===== src/rtl/core/i2cmra_pkg.sv =====
// Shared types and constants for the I2C register-access master.
// Used by i2cmra_engine and the top level i2c_master_register_access.
package i2cmra_pkg;

    localparam int DELAY_W    = 16;
    localparam int APB_DATA_W = 32;
    localparam int APB_ADDR_W = 3;

    localparam logic [DELAY_W-1:0] DELAY_TICKS_RESET = 16'd2;

    // register byte offsets
    localparam logic [APB_ADDR_W-1:0] ADDR_DELAY_TICKS = 3'd0;

    localparam logic [7:0] ACK_POLL_LIMIT = 8'd250;

    // one result word of the engine
    typedef struct packed {
        logic       scl_out;
        logic       sda_out;
        logic [7:0] rx_byte;
        logic       rx_valid;
        logic       need_byte;
        logic       busy_res;
        logic       done_res;
        logic       status;
    } res_t;

endpackage


===== src/rtl/core/i2cmra_engine.sv =====
// Bus sequencer of the I2C register-access master: state registers plus the
// next-state and result logic for one input word. Depends on i2cmra_pkg.
module i2cmra_engine (
    input  logic                          clk,
    input  logic                          rst_n,
    input  logic                          accept,
    input  logic [i2cmra_pkg::DELAY_W-1:0] delay_ticks,
    input  logic [1:0]                    cmd,
    input  logic [6:0]                    dev_addr,
    input  logic [15:0]                   reg_addr,
    input  logic [7:0]                    byte_count,
    input  logic [7:0]                    write_byte,
    input  logic                          sda_in,
    output i2cmra_pkg::res_t              res
);

    localparam logic [1:0] CMD_TICK  = 2'd0;
    localparam logic [1:0] CMD_WRITE = 2'd1;
    localparam logic [1:0] CMD_READ  = 2'd2;
    localparam logic [1:0] CMD_BYTE  = 2'd3;

    localparam logic [4:0] PH_IDLE      = 5'd0;
    localparam logic [4:0] PH_START1    = 5'd1;
    localparam logic [4:0] PH_START2    = 5'd2;
    localparam logic [4:0] PH_START3    = 5'd3;
    localparam logic [4:0] PH_TX_LOW    = 5'd4;
    localparam logic [4:0] PH_TX_HIGH   = 5'd5;
    localparam logic [4:0] PH_ACK_REL   = 5'd6;
    localparam logic [4:0] PH_ACK_HIGH  = 5'd7;
    localparam logic [4:0] PH_ACK_END   = 5'd8;
    localparam logic [4:0] PH_WAIT_BYTE = 5'd9;
    localparam logic [4:0] PH_RX_HIGH   = 5'd10;
    localparam logic [4:0] PH_RX_LOW    = 5'd11;
    localparam logic [4:0] PH_RXA1      = 5'd12;
    localparam logic [4:0] PH_RXA2      = 5'd13;
    localparam logic [4:0] PH_RXA3      = 5'd14;
    localparam logic [4:0] PH_RXA4      = 5'd15;
    localparam logic [4:0] PH_STOP1     = 5'd16;
    localparam logic [4:0] PH_STOP2     = 5'd17;
    localparam logic [4:0] PH_STOP3     = 5'd18;
    localparam logic [4:0] PH_ERR_TAIL  = 5'd19;

    localparam logic [2:0] ST_ADDR_W = 3'd0;
    localparam logic [2:0] ST_REG_HI = 3'd1;
    localparam logic [2:0] ST_REG_LO = 3'd2;
    localparam logic [2:0] ST_ADDR_R = 3'd3;
    localparam logic [2:0] ST_DATA_W = 3'd4;

    logic [4:0]                     phase_reg, phase_next;
    logic [i2cmra_pkg::DELAY_W-1:0] delay_count_reg, delay_count_next;
    logic [3:0]                     bit_index_reg, bit_index_next;
    logic [7:0]                     shift_reg, shift_next;
    logic [7:0]                     bytes_left_reg, bytes_left_next;
    logic [7:0]                     poll_count_reg, poll_count_next;
    logic [6:0]                     target_addr_reg, target_addr_next;
    logic [15:0]                    register_addr_reg, register_addr_next;
    logic                           read_mode_reg, read_mode_next;
    logic                           scl_level_reg, scl_level_next;
    logic                           sda_level_reg, sda_level_next;
    logic [2:0]                     stage_reg, stage_next;
    logic                           failed_reg, failed_next;

    logic [i2cmra_pkg::DELAY_W-1:0] dly_load;
    logic [i2cmra_pkg::DELAY_W-1:0] dc_dec;
    logic [3:0]                     bit_inc;
    logic [7:0]                     shift_tx;
    logic [7:0]                     shift_rx;
    logic [7:0]                     bytes_dec;
    logic                           arm;
    logic                           do_start;
    logic                           do_tx;
    logic [7:0]                     tx_byte;
    logic                           do_rx;
    logic                           do_stop;
    logic                           stop_err;
    logic                           got_rx;
    logic [7:0]                     rx_val;
    logic                           got_done;
    logic                           done_st;

    always_comb
    begin
        phase_next         = phase_reg;
        delay_count_next   = delay_count_reg;
        bit_index_next     = bit_index_reg;
        shift_next         = shift_reg;
        bytes_left_next    = bytes_left_reg;
        poll_count_next    = poll_count_reg;
        target_addr_next   = target_addr_reg;
        register_addr_next = register_addr_reg;
        read_mode_next     = read_mode_reg;
        scl_level_next     = scl_level_reg;
        sda_level_next     = sda_level_reg;
        stage_next         = stage_reg;
        failed_next        = failed_reg;

        dly_load  = (delay_ticks == '0) ? {{(i2cmra_pkg::DELAY_W-1){1'b0}}, 1'b1}
                                        : delay_ticks;
        dc_dec    = delay_count_reg - {{(i2cmra_pkg::DELAY_W-1){1'b0}}, 1'b1};
        bit_inc   = bit_index_reg + 4'd1;
        shift_tx  = {shift_reg[6:0], 1'b0};
        shift_rx  = {shift_reg[6:0], sda_in};
        bytes_dec = bytes_left_reg - 8'd1;

        arm      = 1'b0;
        do_start = 1'b0;
        do_tx    = 1'b0;
        tx_byte  = 8'd0;
        do_rx    = 1'b0;
        do_stop  = 1'b0;
        stop_err = 1'b0;
        got_rx   = 1'b0;
        rx_val   = 8'd0;
        got_done = 1'b0;
        done_st  = 1'b0;

        unique case (cmd)
            CMD_TICK:
            begin
                if (phase_reg != PH_IDLE && phase_reg != PH_WAIT_BYTE &&
                    delay_count_reg != '0)
                begin
                    delay_count_next = dc_dec;
                    if (dc_dec == '0)
                    begin
                        unique case (phase_reg)
                            PH_START1:
                            begin
                                sda_level_next = 1'b0;
                                phase_next     = PH_START2;
                                arm            = 1'b1;
                            end
                            PH_START2:
                            begin
                                scl_level_next = 1'b0;
                                phase_next     = PH_START3;
                                arm            = 1'b1;
                            end
                            PH_START3:
                            begin
                                do_tx   = 1'b1;
                                tx_byte = {target_addr_reg, stage_reg == ST_ADDR_R};
                            end
                            PH_TX_LOW:
                            begin
                                scl_level_next = 1'b1;
                                phase_next     = PH_TX_HIGH;
                                arm            = 1'b1;
                            end
                            PH_TX_HIGH:
                            begin
                                scl_level_next = 1'b0;
                                bit_index_next = bit_inc;
                                shift_next     = shift_tx;
                                arm            = 1'b1;
                                if (bit_inc < 4'd8)
                                begin
                                    sda_level_next = shift_tx[7];
                                    phase_next     = PH_TX_LOW;
                                end
                                else
                                begin
                                    sda_level_next = 1'b1;
                                    phase_next     = PH_ACK_REL;
                                end
                            end
                            PH_ACK_REL:
                            begin
                                scl_level_next  = 1'b1;
                                poll_count_next = 8'd0;
                                phase_next      = PH_ACK_HIGH;
                                arm             = 1'b1;
                            end
                            PH_ACK_HIGH:
                            begin
                                if (!sda_in)
                                begin
                                    scl_level_next = 1'b0;
                                    phase_next     = PH_ACK_END;
                                    arm            = 1'b1;
                                end
                                else if (poll_count_reg >= i2cmra_pkg::ACK_POLL_LIMIT)
                                begin
                                    do_stop  = 1'b1;
                                    stop_err = 1'b1;
                                end
                                else
                                begin
                                    poll_count_next = poll_count_reg + 8'd1;
                                    arm             = 1'b1;
                                end
                            end
                            PH_ACK_END:
                            begin
                                unique case (stage_reg)
                                    ST_ADDR_W:
                                    begin
                                        stage_next = ST_REG_HI;
                                        do_tx      = 1'b1;
                                        tx_byte    = register_addr_reg[15:8];
                                    end
                                    ST_REG_HI:
                                    begin
                                        stage_next = ST_REG_LO;
                                        do_tx      = 1'b1;
                                        tx_byte    = register_addr_reg[7:0];
                                    end
                                    ST_REG_LO:
                                    begin
                                        if (read_mode_reg)
                                        begin
                                            stage_next = ST_ADDR_R;
                                            do_start   = 1'b1;
                                        end
                                        else
                                        begin
                                            stage_next = ST_DATA_W;
                                            if (bytes_left_reg != 8'd0)
                                                phase_next = PH_WAIT_BYTE;
                                            else
                                                do_stop = 1'b1;
                                        end
                                    end
                                    ST_ADDR_R:
                                    begin
                                        if (bytes_left_reg != 8'd0)
                                            do_rx = 1'b1;
                                        else
                                            do_stop = 1'b1;
                                    end
                                    default:
                                    begin
                                        // data byte acked
                                        bytes_left_next = bytes_dec;
                                        if (bytes_dec != 8'd0)
                                            phase_next = PH_WAIT_BYTE;
                                        else
                                            do_stop = 1'b1;
                                    end
                                endcase
                            end
                            PH_RX_HIGH:
                            begin
                                shift_next     = shift_rx;
                                bit_index_next = bit_inc;
                                if (bit_inc >= 4'd8)
                                begin
                                    got_rx = 1'b1;
                                    rx_val = shift_rx;
                                end
                                scl_level_next = 1'b0;
                                phase_next     = PH_RX_LOW;
                                arm            = 1'b1;
                            end
                            PH_RX_LOW:
                            begin
                                arm = 1'b1;
                                if (bit_index_reg < 4'd8)
                                begin
                                    scl_level_next = 1'b1;
                                    phase_next     = PH_RX_HIGH;
                                end
                                else
                                begin
                                    // ack all but the last byte
                                    sda_level_next = !(bytes_left_reg > 8'd1);
                                    phase_next     = PH_RXA1;
                                end
                            end
                            PH_RXA1:
                            begin
                                scl_level_next = 1'b1;
                                phase_next     = PH_RXA2;
                                arm            = 1'b1;
                            end
                            PH_RXA2:
                            begin
                                scl_level_next = 1'b0;
                                phase_next     = PH_RXA3;
                                arm            = 1'b1;
                            end
                            PH_RXA3:
                            begin
                                if (bytes_left_reg > 8'd1)
                                begin
                                    sda_level_next = 1'b1;
                                    phase_next     = PH_RXA4;
                                    arm            = 1'b1;
                                end
                                else
                                begin
                                    bytes_left_next = bytes_dec;
                                    if (bytes_dec != 8'd0)
                                        do_rx = 1'b1;
                                    else
                                        do_stop = 1'b1;
                                end
                            end
                            PH_RXA4:
                            begin
                                bytes_left_next = bytes_dec;
                                if (bytes_dec != 8'd0)
                                    do_rx = 1'b1;
                                else
                                    do_stop = 1'b1;
                            end
                            PH_STOP1:
                            begin
                                scl_level_next = 1'b1;
                                phase_next     = PH_STOP2;
                                arm            = 1'b1;
                            end
                            PH_STOP2:
                            begin
                                sda_level_next = 1'b1;
                                phase_next     = PH_STOP3;
                                arm            = 1'b1;
                            end
                            PH_STOP3:
                            begin
                                if (failed_reg)
                                begin
                                    scl_level_next = 1'b0;
                                    phase_next     = PH_ERR_TAIL;
                                    arm            = 1'b1;
                                end
                                else
                                begin
                                    phase_next       = PH_IDLE;
                                    delay_count_next = '0;
                                    got_done         = 1'b1;
                                end
                            end
                            PH_ERR_TAIL:
                            begin
                                phase_next       = PH_IDLE;
                                delay_count_next = '0;
                                got_done         = 1'b1;
                                done_st          = 1'b1;
                            end
                            default:
                            begin
                                phase_next = PH_IDLE;
                            end
                        endcase
                    end
                end
            end
            CMD_BYTE:
            begin
                if (phase_reg == PH_WAIT_BYTE)
                begin
                    do_tx   = 1'b1;
                    tx_byte = write_byte;
                end
            end
            CMD_WRITE, CMD_READ:
            begin
                if (phase_reg == PH_IDLE)
                begin
                    target_addr_next   = dev_addr;
                    register_addr_next = reg_addr;
                    bytes_left_next    = byte_count;
                    read_mode_next     = (cmd == CMD_READ);
                    poll_count_next    = 8'd0;
                    failed_next        = 1'b0;
                    stage_next         = ST_ADDR_W;
                    do_start           = 1'b1;
                end
            end
            default:
            begin
                phase_next = phase_reg;
            end
        endcase

        if (do_start)
        begin
            sda_level_next = 1'b1;
            scl_level_next = 1'b1;
            phase_next     = PH_START1;
            arm            = 1'b1;
        end
        if (do_tx)
        begin
            shift_next     = tx_byte;
            bit_index_next = 4'd0;
            sda_level_next = tx_byte[7];
            phase_next     = PH_TX_LOW;
            arm            = 1'b1;
        end
        if (do_rx)
        begin
            shift_next     = 8'd0;
            bit_index_next = 4'd0;
            sda_level_next = 1'b1;
            scl_level_next = 1'b1;
            phase_next     = PH_RX_HIGH;
            arm            = 1'b1;
        end
        if (do_stop)
        begin
            failed_next    = stop_err;
            sda_level_next = 1'b0;
            phase_next     = PH_STOP1;
            arm            = 1'b1;
        end
        if (arm)
            delay_count_next = dly_load;
    end

    always_comb
    begin
        res.scl_out   = scl_level_next;
        res.sda_out   = sda_level_next;
        res.rx_byte   = rx_val;
        res.rx_valid  = got_rx;
        res.need_byte = (phase_next == PH_WAIT_BYTE);
        res.busy_res  = (phase_next != PH_IDLE);
        res.done_res  = got_done;
        res.status    = done_st;
    end

    always_ff @(posedge clk or negedge rst_n)
    begin
        if (!rst_n)
        begin
            phase_reg         <= PH_IDLE;
            delay_count_reg   <= '0;
            bit_index_reg     <= 4'd0;
            shift_reg         <= 8'd0;
            bytes_left_reg    <= 8'd0;
            poll_count_reg    <= 8'd0;
            target_addr_reg   <= 7'd0;
            register_addr_reg <= 16'd0;
            read_mode_reg     <= 1'b0;
            scl_level_reg     <= 1'b1;
            sda_level_reg     <= 1'b1;
            stage_reg         <= ST_ADDR_W;
            failed_reg        <= 1'b0;
        end
        else if (accept)
        begin
            phase_reg         <= phase_next;
            delay_count_reg   <= delay_count_next;
            bit_index_reg     <= bit_index_next;
            shift_reg         <= shift_next;
            bytes_left_reg    <= bytes_left_next;
            poll_count_reg    <= poll_count_next;
            target_addr_reg   <= target_addr_next;
            register_addr_reg <= register_addr_next;
            read_mode_reg     <= read_mode_next;
            scl_level_reg     <= scl_level_next;
            sda_level_reg     <= sda_level_next;
            stage_reg         <= stage_next;
            failed_reg        <= failed_next;
        end
    end

`ifndef SYNTHESIS
    // only idle and byte-wait phases may sit with an empty delay counter
    a_delay_armed: assert property (@(posedge clk) disable iff (!rst_n)
        (phase_reg != PH_IDLE && phase_reg != PH_WAIT_BYTE) |-> (delay_count_reg != '0))
        else $error("active phase with no delay pending");

    a_bit_range: assert property (@(posedge clk) disable iff (!rst_n)
        bit_index_reg <= 4'd8)
        else $error("bit index past eight");

    a_poll_range: assert property (@(posedge clk) disable iff (!rst_n)
        poll_count_reg <= i2cmra_pkg::ACK_POLL_LIMIT)
        else $error("ack poll count past limit");

    a_frozen: assert property (@(posedge clk) disable iff (!rst_n)
        !accept |=> ($stable(phase_reg) && $stable(delay_count_reg)))
        else $error("sequencer moved without an accepted word");
`endif

endmodule


===== src/rtl/core/i2c_master_register_access.sv =====
// Top level of the I2C register-access master: APB register, engine and
// result register. Depends on i2cmra_pkg and i2cmra_engine.

// Each input word (tick with SDA sample, begin write, begin read, next
// write byte) yields exactly one result word carrying the SCL/SDA drive
// levels and status. One word is taken every clock while the output side
// is not stalling, also while a result is pending: the sequencer step is
// a single pass of logic from the state registers into the result
// register, so each result shows in the cycle after its word. Bus timing
// is counted in tick words, delay_ticks per half bit (0 acts as 1); write
// delay_ticks at APB offset 0 only while no transaction is running.
module i2c_master_register_access (
    input  logic                             clk,
    input  logic                             rst_n,
    input  logic                             in_valid,
    output logic                             in_stall,
    input  logic [1:0]                       cmd,
    input  logic [6:0]                       dev_addr,
    input  logic [15:0]                      reg_addr,
    input  logic [7:0]                       byte_count,
    input  logic [7:0]                       write_byte,
    input  logic                             sda_in,
    output logic                             out_valid,
    input  logic                             out_stall,
    output logic                             scl_out,
    output logic                             sda_out,
    output logic [7:0]                       rx_byte,
    output logic                             rx_valid,
    output logic                             need_byte,
    output logic                             busy_res,
    output logic                             done_res,
    output logic                             status,
    input  logic                             psel,
    input  logic                             penable,
    input  logic                             pwrite,
    input  logic [i2cmra_pkg::APB_ADDR_W-1:0] paddr,
    input  logic [i2cmra_pkg::APB_DATA_W-1:0] pwdata,
    output logic [i2cmra_pkg::APB_DATA_W-1:0] prdata,
    output logic                             pready
);

    logic [i2cmra_pkg::DELAY_W-1:0] delay_ticks_reg;
    logic                           out_valid_reg;
    i2cmra_pkg::res_t               res_reg;
    i2cmra_pkg::res_t               res_next;
    logic                           accept;
    logic                           sel_delay;

    assign pready    = 1'b1;
    // low address bits ignored: one word-aligned register
    assign sel_delay = (paddr[i2cmra_pkg::APB_ADDR_W-1] ==
                        i2cmra_pkg::ADDR_DELAY_TICKS[i2cmra_pkg::APB_ADDR_W-1]);

    always_comb
    begin
        prdata = '0;
        if (sel_delay)
            prdata = {{(i2cmra_pkg::APB_DATA_W-i2cmra_pkg::DELAY_W){1'b0}}, delay_ticks_reg};
    end

    always_ff @(posedge clk or negedge rst_n)
    begin
        if (!rst_n)
            delay_ticks_reg <= i2cmra_pkg::DELAY_TICKS_RESET;
        else if (psel && penable && pwrite && sel_delay)
            delay_ticks_reg <= pwdata[i2cmra_pkg::DELAY_W-1:0];
    end

    assign in_stall = out_valid_reg && out_stall;
    assign accept   = in_valid && !in_stall;

    i2cmra_engine u_engine (
        .clk         (clk),
        .rst_n       (rst_n),
        .accept      (accept),
        .delay_ticks (delay_ticks_reg),
        .cmd         (cmd),
        .dev_addr    (dev_addr),
        .reg_addr    (reg_addr),
        .byte_count  (byte_count),
        .write_byte  (write_byte),
        .sda_in      (sda_in),
        .res         (res_next)
    );

    always_ff @(posedge clk or negedge rst_n)
    begin
        if (!rst_n)
            out_valid_reg <= 1'b0;
        else if (accept)
            out_valid_reg <= 1'b1;
        else if (!out_stall)
            out_valid_reg <= 1'b0;
    end

    always_ff @(posedge clk)
    begin
        if (accept)
            res_reg <= res_next;
    end

    assign out_valid = out_valid_reg;
    assign scl_out   = res_reg.scl_out;
    assign sda_out   = res_reg.sda_out;
    assign rx_byte   = res_reg.rx_byte;
    assign rx_valid  = res_reg.rx_valid;
    assign need_byte = res_reg.need_byte;
    assign busy_res  = res_reg.busy_res;
    assign done_res  = res_reg.done_res;
    assign status    = res_reg.status;

`ifndef SYNTHESIS
    a_done_idle: assert property (@(posedge clk) disable iff (!rst_n)
        (out_valid && done_res) |-> (!busy_res && !need_byte))
        else $error("transaction done but still busy");

    a_status_done: assert property (@(posedge clk) disable iff (!rst_n)
        (out_valid && status) |-> done_res)
        else $error("error status without done");

    a_rx_not_done: assert property (@(posedge clk) disable iff (!rst_n)
        out_valid |-> !(rx_valid && done_res))
        else $error("received byte on the finishing word");

    a_need_busy: assert property (@(posedge clk) disable iff (!rst_n)
        (out_valid && need_byte) |-> busy_res)
        else $error("byte request while idle");
`endif

endmodule


===== config.mk =====
export PLATFORM = sky130hd
export DESIGN_NAME = i2c_master_register_access
export DESIGN_NICKNAME = d
export VERILOG_FILES = /design/src/rtl/core/i2cmra_pkg.sv /design/src/rtl/core/i2cmra_engine.sv /design/src/rtl/core/i2c_master_register_access.sv
export SDC_FILE = /design/constraint.sdc
export NUM_CORES = 1
export LEC_CHECK = 0
export BUFFER_PORTS_ARGS = -buffer_cell sky130_fd_sc_hd__buf_2
export CAP_MARGIN = 20
export CORE_MARGIN = 5
export CORE_UTILIZATION = 45
export CTS_CLUSTER_SIZE = 28
export DETAILED_ROUTE_END_ITERATION = 6
export GPL_ROUTABILITY_DRIVEN = 0
export GPL_TIMING_DRIVEN = 0
export PLACE_DENSITY = 0.67
export SETUP_SLACK_MARGIN = 0.1
export SLEW_MARGIN = 20
export SYNTH_ARGS = -nofsm -noshare
export SYNTH_HDL_FRONTEND = slang
export SYNTH_SLANG_ARGS = --single-unit

===== constraint.sdc =====
create_clock -name clk -period 4.3 [get_ports clk]
set_input_delay 0.645 -clock clk [delete_from_list [all_inputs] [get_ports clk]]
set_output_delay 0.645 -clock clk [all_outputs]
set_load 0.01 [all_outputs]

==> flow_metrics.env <==
export IMPL_die_area_mm2=0.0181
export IMPL_synth_top_family_by_area="simple AND/OR/NAND/NOR gates"
export IMPL_p_seq_frac=0.431
export IMPL_drive_above_1_share=0.249
export IMPL_design_area_mm2=0.00812
export IMPL_hold_viol_final=0
export IMPL_fmax_mhz=264
export IMPL_avgSynthCellArea_um2=9.34
export IMPL_clk_pin_slew_ps=80
export IMPL_final_common_cell="buf_2"
export IMPL_cts_resized=0
export IMPL_nets=970
export IMPL_placeableCoreArea_mm2=0.0152
export IMPL_synth_edff_count=15
export IMPL_fp_row_count=45
export IMPL_ff2ff_setup_slack_ps=510
export IMPL_switching_power_w=0.00138
export IMPL_worstReg2RegEnd="u_engine.delay_count_reg[2]"
export IMPL_synth_adder_area_share=0.0215
export IMPL_ioPinCount=134
export IMPL_die_h_um=135
export IMPL_peakVddDrop_mv=0.291
export IMPL_yosys_register_bits=110
export IMPL_fill_cells=1455
export IMPL_intPower_w=0.00238
export IMPL_worstSetupEndpointType="flop"
export IMPL_status="finished clean"
export IMPL_cp_required_ps=4510
export IMPL_wire_per_inst_um=17.8
export IMPL_syn_area_mm2=0.00700
export IMPL_portBuffers=98
export IMPL_numCtsBuffers=9
export IMPL_cts_sinks=110
export IMPL_antenna_cells=0
export IMPL_period_share=0.882
export IMPL_wl_um=18900
export IMPL_max_cap_violations=0
export IMPL_setup_worst_path_start_class="flop"
export IMPL_antenna_found_initial=1
export IMPL_cp_max_fo=10
export IMPL_post_cts_buffers=0
export IMPL_dr_pass1_iters=5
export IMPL_final_cell_mix="buf_2 (103), dfrtp_1 (92), nand2_1 (67), o21ai_0 (58), nor2_1 (44)"
export IMPL_worst_ep_arrival_time_ps=4000
export IMPL_powerDensity_mw_per_mm2=463
export IMPL_synth_compound_area_frac=0.204
export IMPL_syn_to_final_growth_pct=16.0
export IMPL_synth_cells=749
export IMPL_dp_slack_ps=631
export IMPL_tritoncts="built"
export IMPL_muxShareOfSynthArea=0.0949
export IMPL_clock_latency_ps=370
export IMPL_yosys_area_share_simple=0.211
export IMPL_ant_nets=0
export IMPL_drt_initial_drc_count=647
export IMPL_rsz0062_at_grt="no"
export IMPL_cts_hold_buf=0
export IMPL_fin_ws_ps=507
export IMPL_yosysWarnings=0
export IMPL_clock_skew_final_ps=15.6
export IMPL_fin_tns_setup_ps=0
export IMPL_maxSlewHeadroom=0.394
export IMPL_post_dp_hpwl_um=14000
export IMPL_pwr_share_comb=0.338
export IMPL_fin_crit_ps=3790
export IMPL_finalSetupViolations=0
export IMPL_grt_overflow=0
export IMPL_cts_htree_levels=3
export IMPL_p_clk_frac=0.231
export IMPL_ys_async_sr_fraction=0.864
export IMPL_worst_pin_slew_ps=895
export IMPL_grt_pass1_wl_um=30900
export IMPL_synthFlopType="dfrtp_1"
export IMPL_netSwitchingFraction=0.367
export IMPL_synth_xor_area_share=0.00375
export IMPL_initial_core_util=0.460
export IMPL_synth_cell_types=84
export IMPL_grt_usage=0.210
export IMPL_drv_slew=0
export IMPL_route_detailed_drc=0
export IMPL_min_path_type="primary input to asynchronous set/reset pin"
export IMPL_rr_startpoint="u_engine.bytes_left_reg[6]"
export IMPL_critPathKind="flop to flop"
export IMPL_first_global_vias=5978
export IMPL_ff2ff_path_depth=9
export IMPL_avgViaCountPerCell=5.89
export IMPL_total_power_w=0.00376
export IMPL_route_vias_total=6289
export IMPL_die_w_um=135
export IMPL_dpl_cell_area_mm2=0.00782
export IMPL_clockBufferDepth=2
export IMPL_grt_max_degree=61
export IMPL_root_buffer="clkbuf_16"
export IMPL_leakage_nw=3.46
export IMPL_ys_seq_area_frac=0.405
power by group through the flow:
| stage | Clock [W] | Combinational [W] | Sequential, W |
|---|---|---|---|
| after detailed placement | 0 | 0.00126 | 0.00163 |
| final | 0.000868 | 0.00127 | 0.00162 |
| after global placement | 0 | 0.00123 | 0.00163 |
| after floorplan | 0 | 0.000949 | 0.00155 |
| after global routing | 0.000927 | 0.00141 | 0.00166 |
| after CTS | 0.000888 | 0.00126 | 0.00161 |
cell usage after synthesis (5+ instances only):
| master | n | area (um^2) |
|---|---|---|
| a211o_1 | 5 | 43.8 |
| a21oi_1 | 30 | 150 |
| a22oi_1 | 9 | 67.6 |
| a31oi_1 | 6 | 37.5 |
| a41oi_1 | 7 | 61.3 |
| and2_1 | 22 | 138 |
| and3_1 | 9 | 56.3 |
| buf_2 | 6 | 30.0 |
| buf_4 | 17 | 128 |
| clkbuf_1 | 29 | 109 |
| dfrtp_1 | 92 | 2300 |
| edfxtp_1 | 15 | 450 |
| ha_1 | 12 | 150 |
| inv_1 | 27 | 101 |
| mux2_2 | 43 | 484 |
| mux2i_1 | 18 | 180 |
| nand2_1 | 67 | 251 |
| nand2b_1 | 13 | 81.3 |
| nand3_1 | 15 | 75.1 |
| nand3b_1 | 6 | 45.0 |
| nand4_1 | 5 | 31.3 |
| nor2_1 | 44 | 165 |
| nor2b_1 | 22 | 138 |
| nor3_1 | 19 | 95.1 |
| nor3b_1 | 5 | 37.5 |
| nor4_1 | 9 | 56.3 |
| o211ai_1 | 6 | 45.0 |
| o21ai_0 | 58 | 290 |
| o221a_2 | 6 | 67.6 |
| o22ai_1 | 6 | 37.5 |
| o31ai_1 | 13 | 97.6 |
| or2_2 | 7 | 43.8 |
| or3_1 | 5 | 31.3 |
stage by stage:
step / utilization / cells / hold WS (ps)
5_1_grt: 0.534 / 1067 / 200
4_1_cts: 0.534 / 1067 / 184
3_3_place_gp: 0.512 / 1050 / 486
3_5_place_dp: 0.514 / 1051 / 493
2_1_floorplan: - / 764 / 349
6_report: 0.534 / 1067 / 171
cell type report:
type	instances	area, um^2	share of cell area
tap	188	235	0.0290
clock buffer	11	254	0.0313
buffer	58	313	0.0385
multi-input combinational	568	3810	0.469
timing repair buffer	99	524	0.0646
sequential	110	2830	0.349
inverter	28	105	0.0129
clock inverter	5	51.3	0.00632
worst max-delay path by stage:
stage,startpoint,end,cells past startpoint
global route,u_engine.delay_count_reg[1],u_engine.bytes_left_reg[4],12
detailed placement,u_engine.bytes_left_reg[7],u_engine.delay_count_reg[2],9
floorplan,u_engine.delay_count_reg[8],u_engine.scl_level_reg,9
CTS,u_engine.bytes_left_reg[7],u_engine.delay_count_reg[2],9
global placement,u_engine.bytes_left_reg[7],u_engine.delay_count_reg[3],9
finish,u_engine.bytes_left_reg[6],u_engine.delay_count_reg[2],9
critical path, cell delays in order, from the launching register on:
cell,delay (ps)
dfrtp_1,440
nor4_2,590
nor4bb_1,370
a41oi_1,140
a32o_1,330
o311ai_1,790
nand2_2,320
clkbuf_1,320
o21ai_0,240
a22oi_1,100
routing by layer:
metal | share of wire | GRT usage
met5 | 0.00042 | 0
met4 | 0.023 | 0.0679
met3 | 0.075 | 0.0473
met2 | 0.44 | 0.314
met1 | 0.46 | 0.302
cell families (layout without fill, tap and decap cells):
family / Yosys count / in the layout
adders and majority gates: 12 / 12
xor gates and xnor gates: 3 / 3
muxes: 61 / 61
other: 2 / 17
buffers and inverters: 86 / 201
DFF: 110 / 110
AOI/OAI and AO/OA: 202 / 202
and+or+nand+nor: 273 / 273
(Power assumes the default switching activity.)
